### src/design/ifba_pkg.sv
// Package for the flow byte accounting block: command codes, status codes and
// the item type passed from front end to back end. No dependencies.
`timescale 1ns / 1ps
package ifba_pkg;

    localparam logic [15:0] PREFIX_RESET    = 16'hC0A8;
    localparam logic [31:0] THRESHOLD_RESET = 32'd52428800;

    localparam logic CFG_PREFIX    = 1'b0;
    localparam logic CFG_THRESHOLD = 1'b1;

    localparam logic [1:0] ST_COUNTED = 2'd0;
    localparam logic [1:0] ST_LOCAL   = 2'd1;
    localparam logic [1:0] ST_MARTIAN = 2'd2;
    localparam logic [1:0] ST_FULL    = 2'd3;

    typedef struct packed {
        logic        dump_req;
        logic [1:0]  cls;
        logic [31:0] loc;
        logic [31:0] rem;
        logic [15:0] len;
        logic [31:0] hour;
    } t_item;

    typedef enum logic [2:0] {
        S_IDLE,
        S_HDUMP,
        S_LOOKUP,
        S_STATUS,
        S_TDUMP
    } t_state;

endpackage

### src/design/ifba_front.sv
// Front end: captures a command, classifies it by the local prefix and puts it
// in a two-entry queue. Depends on ifba_pkg.
`timescale 1ns / 1ps
module ifba_front
    import ifba_pkg::*;
(
    input  logic        i_clk,
    input  logic        i_rst_n,
    input  logic        i_push,
    input  logic        i_kind,
    input  logic [31:0] i_src,
    input  logic [31:0] i_dst,
    input  logic [15:0] i_len,
    input  logic [31:0] i_hour,
    input  logic [15:0] i_prefix,
    input  logic        i_pop,
    output logic        o_full,
    output logic        o_valid,
    output t_item       o_item
);
    t_item      r_q [2];
    logic       r_rd, r_wr;
    logic [1:0] r_cnt;
    t_item      w_new;
    logic       w_sl, w_dl;

    always_comb begin
        w_sl = i_src[31:16] == i_prefix;
        w_dl = i_dst[31:16] == i_prefix;
        w_new.dump_req = i_kind;
        w_new.len = i_len;
        w_new.hour = i_hour;
        w_new.loc = w_sl ? i_src : i_dst;
        w_new.rem = w_sl ? i_dst : i_src;
        if (w_sl && w_dl) begin
            w_new.cls = ST_LOCAL;
            w_new.loc = i_src;
            w_new.rem = i_dst;
        end else if (!w_sl && !w_dl) begin
            w_new.cls = ST_MARTIAN;
            w_new.loc = i_src;
            w_new.rem = i_dst;
        end else begin
            w_new.cls = ST_COUNTED;
        end
    end

    always_ff @(posedge i_clk) begin
        if (i_push) r_q[r_wr] <= w_new;
    end

    always_ff @(posedge i_clk) begin
        if (!i_rst_n) begin
            r_rd <= 1'b0;
            r_wr <= 1'b0;
            r_cnt <= 2'd0;
        end else begin
            if (i_push) r_wr <= ~r_wr;
            if (i_pop) r_rd <= ~r_rd;
            r_cnt <= r_cnt + {1'b0, i_push} - {1'b0, i_pop};
        end
    end

    assign o_full = r_cnt == 2'd2;
    assign o_valid = r_cnt != 2'd0;
    assign o_item = r_q[r_rd];
endmodule

### config.mk
export PLATFORM = sky130hd
export DESIGN_NAME = ifba_front
export DESIGN_NICKNAME = d
export VERILOG_FILES = /design/src/design/ifba_pkg.sv /design/src/design/ifba_front.sv
export SDC_FILE = /design/constraint.sdc
export NUM_CORES = 1
export LEC_CHECK = 0
export BUFFER_PORTS_ARGS = -buffer_cell sky130_fd_sc_hd__buf_2
export CORE_UTILIZATION = 40
export CTS_BUF_LIST = sky130_fd_sc_hd__clkbuf_8
export CTS_CLUSTER_DIAMETER = 100
export CTS_CLUSTER_SIZE = 10
export DETAILED_ROUTE_END_ITERATION = 7
export PLACE_DENSITY_LB_ADDON = 0.05
export SKIP_CTS_REPAIR_TIMING = 1
export SYNTH_ARGS = -nofsm -noshare
export SYNTH_HDL_FRONTEND = slang
export SYNTH_SLANG_ARGS = --single-unit
export TNS_END_PERCENT = 100
### constraint.sdc
create_clock -name i_clk -period 10.9 [get_ports i_clk]
set_input_delay 2.725 -clock i_clk [delete_from_list [all_inputs] [get_ports i_clk]]
set_output_delay 2.725 -clock i_clk [all_outputs]
set_load 0.05 [all_outputs]
; After elaboration in Yosys (flattened, before gate mapping)
; Memory sizes are Yosys's and may differ from the RTL's. A register that Yosys moved wholly into a read port is not among the register bits.
; Cells that the tools add are included.
[word_totals]
reg_bits = 4
word_cells = 25
memories = 1
ram_bits = 230
output_inout_bits = 117
[classes]
reduce_logical = 5
mux = 9
addsub = 2
n_eq_ne = 3
n_bitwise = 2
[memory_table]
columns = name, words, word_bits, rd, rd_clocked_by_memory_dff, write_ports, line_no
row1 = r_q, 2, 115, 1, 1, 1, ifba_front.sv:21  ; t_item r_q [2];
[op_table]
columns = op, n
row1 = $mux W66, 1
row2 = $mux W32, 2
row3 = $mux W64, 1
row4 = $eq A16 B16 Y1, 2
row5 = $mux W1, 4
row6 = $add A2 B1 Y2, 1
row7 = $eq A2 B2 Y1 const B, 1
row8 = $logic_and A1 B1 Y1, 2
row9 = $logic_not A1 Y1, 2
row10 = $mux W2, 1
row11 = $not A1 Y1, 2
row12 = $reduce_bool A2 Y1, 1
row13 = $sub A2 B1 Y2, 1

; Depth between registers and ports, before layout
[logic_depth]
depth_word = 5
mapped_depth = 6
ltp_nobuf = 6

; Worst setup path after synthesis
; Ideal clock, no wire load.
[synth_timing]
path_kind = in2reg
startpoint = input port i_push
endpoint = memory r_q[0][0] (netlist name), enable pin
setup_slack_ns = 2.547
n_path_buf = 0
t_arrival_ns = 7.749
stages = 1
path_cell_list = nor2b_1
[synth_via]
elab_chain_len = 2
[synth_lines]
columns = element, line_no
row1 = start: declaration, ifba_front.sv:9  ; input logic i_push,
row2 = $mux W1, ifba_front.sv:49  ; if (i_push) r_q[r_wr] <= w_new;
row3 = $mux W1 (implied by the code), ifba_front.sv:49
row4 = end: declaration, ifba_front.sv:21
; No other way between the ends.

==> metrics <==
status=complete, no violations; WP buf/inv=2; Critical R2R Capture=r_q[0][47]; Clock Path Buffers=3; die area=25500 um2; max-slew violation total from the final report=0; worst r2r src=r_wr; num rows=57; CP peak stage delay=0.86 ns; vias in the first global route=5646; most frequent cells in the layout=249 x buf_2, 230 x edfxtp_1, 119 x mux2_2; Unique masters post-synth=25; DRT Pass-1 Iters=4; clk sink count=235; first-pass GRT wire length=31600 um; synthesized flop and latch total=235; synthesized net count=633; mean post-synth cell area=20.0 um2; initial antenna violation count=3; worst path cell trace=buf_4, mux2_2, buf_2; Die X=160 um; pwr/cell area=165 nW/um2; fin nets=898; Synth Cell Area=9940 um2; clk slew on worst S/H paths=0.07 ns; WS Path Type=flip-flop to primary output; post-synthesis sequential area ratio=0.705; Reg2Reg Setup Slack=8.50 ns; CTS tree=done; total CTS buffers=27; Clock Skews=0.0179 ns; synthesized instance count=498; unrepaired setup endpoints after global routing=false; slew margin rel.=0.349; yosys warns=0; Top Family by Delay on Critical Path=buffers and inverters; commonest non-fill, non-tap cell in the layout=buf_2; GRT Util Overall=0.161; R2R depth=3; total wire length=21000 um; min Tclk post-route=5.64 ns; Crit path depth=3; final std cells w/o fill=1099; GR Overflow Total=0; crit path capture=o_item[2]; Setup violations, final=0; area grow syn2layout=20.0%; Cells after DPL=1058; DRC Markers=0; max-cap violations=0; drt via density=4.81; Crit-path slowest cell=buf_4; CP Launch Type=flip-flop; Design Power=1.96 mW; I/O Pins=250; critical path arrival=2.92 ns; GPL Wtd Cong=0.756; Fin Setup TNS=0 ns; largest fanout on the critical path=71; worst path required time=8.18 ns; clk_lat worst skew=0.56 ns; Final Hold Viols=0; Initial Utilization=0.409; Final Cycle Share=0.518; routed len/inst=19.1 um; Die Height=160 um; Worst Hold Class=flip-flop to flip-flop; # port buffers=249; Leak=4.61 nW; Peak Freq=0.177 GHz; Post-DP HPWL=13700 um; H-tree levels=1; layout cells sized above 1=0.614; root buffer cell=clkbuf_8; 1st-iter DRT viols=236; Post-synth EDFFs=230; Async SR Flop Fraction=0; Core ar.=24300 um2; CP Capture Type=primary output; largest net degree at the start of global routing=72; Least-Margin Pin Slew=0.977 ns; vias=5291; DRT antenna net count=0; Post-synth top flop=edfxtp_1; VDD IR max=74.8 uV; Hold Slack=0.571 ns
==> final cells by class <==
cell class	count	area, um2
Multi-Input combinational cell	242	2790
Clock inverter	11	48.8
Sequential cell	235	7010
Tap cell	324	405
Inverter	2	7.51
Fill cell	2168	12400
Antenna cell	3	7.51
Clock buffer	27	372
Timing Repair Buffer	255	1290
==> per-layer routing <==
| metal | track usage | up-vias | part of all wire |
|---|---|---|---|
| li1 | - | 2462 | - |
| met1 | 0.200 | 2601 | 0.41 |
| met2 | 0.272 | 194 | 0.48 |
| met3 | 0.0475 | 32 | 0.082 |
| met4 | 0.0490 | 2 | 0.020 |
| met5 | 0 | - | 0.00086 |
==> how the worst min path moves through the flow <==
stage                endpoint  cells past startpoint  from
floorplan           flip-flop                      2  r_rd
global placement    flip-flop                      2  r_rd
detailed placement  flip-flop                      2  r_rd
CTS                 flip-flop                      2  r_rd
global route        flip-flop                      2  r_rd
finish              flip-flop                      2  r_rd
==> where the power goes <==
part | internal (mW) | switching [mW] | total, mW
Sequential | 1.04 | 0.0168 | 1.06
Combinational | 0.119 | 0.263 | 0.382
Clock | 0.225 | 0.295 | 0.520
Total | 1.39 | 0.575 | 1.96
==> worst min-delay path, delay by kind of cell, from the launching register on <==
family | cells | cell delay (ns)
xor+xnor | 1 | 0.07
flops | 1 | 0.32
simple gates | 1 | 0.15
==> per-stage QoR <==
step | util | setup WS, ns | instance area (um2)
2_1_floorplan | - | 2.55 | 9940
3_3_place_gp | 0.473 | 5.59 | 11500
3_5_place_dp | 0.473 | 5.55 | 11500
4_1_cts | 0.490 | 5.12 | 11900
5_1_grt | 0.490 | 5.05 | 11900
6_report | 0.491 | 5.26 | 11900
==> cells in the mapped netlist, drive strengths merged (3+ instances only) <==
master | n | area (um2)
nor2 | 3 | 18.8
edfxtp | 230 | 6910
nor4 | 8 | 83.8
clkbuf | 8 | 30.0
xor2 | 33 | 289
and2 | 5 | 31.3
mux2 | 179 | 2240
dfxtp | 5 | 100
buf | 11 | 119
nor2b | 3 | 18.8
==> kinds of logic after synthesis <==
kind of cell	after synthesis	share of synthesized area
buf+inv	21	0.0157
fa+ha+maj	2	0.00252
simple gates	25	0.0198
flops	235	0.705
xor+xnor	35	0.0308
mux	179	0.225
compound gates	1	0.000756
==> registers in the layout, summed over array words and instances (netlist names), named ones only <==
register,cells
r_cnt,2
r_wr,1
r_rd,1
r_q,230
(Power assumes the default switching activity.)
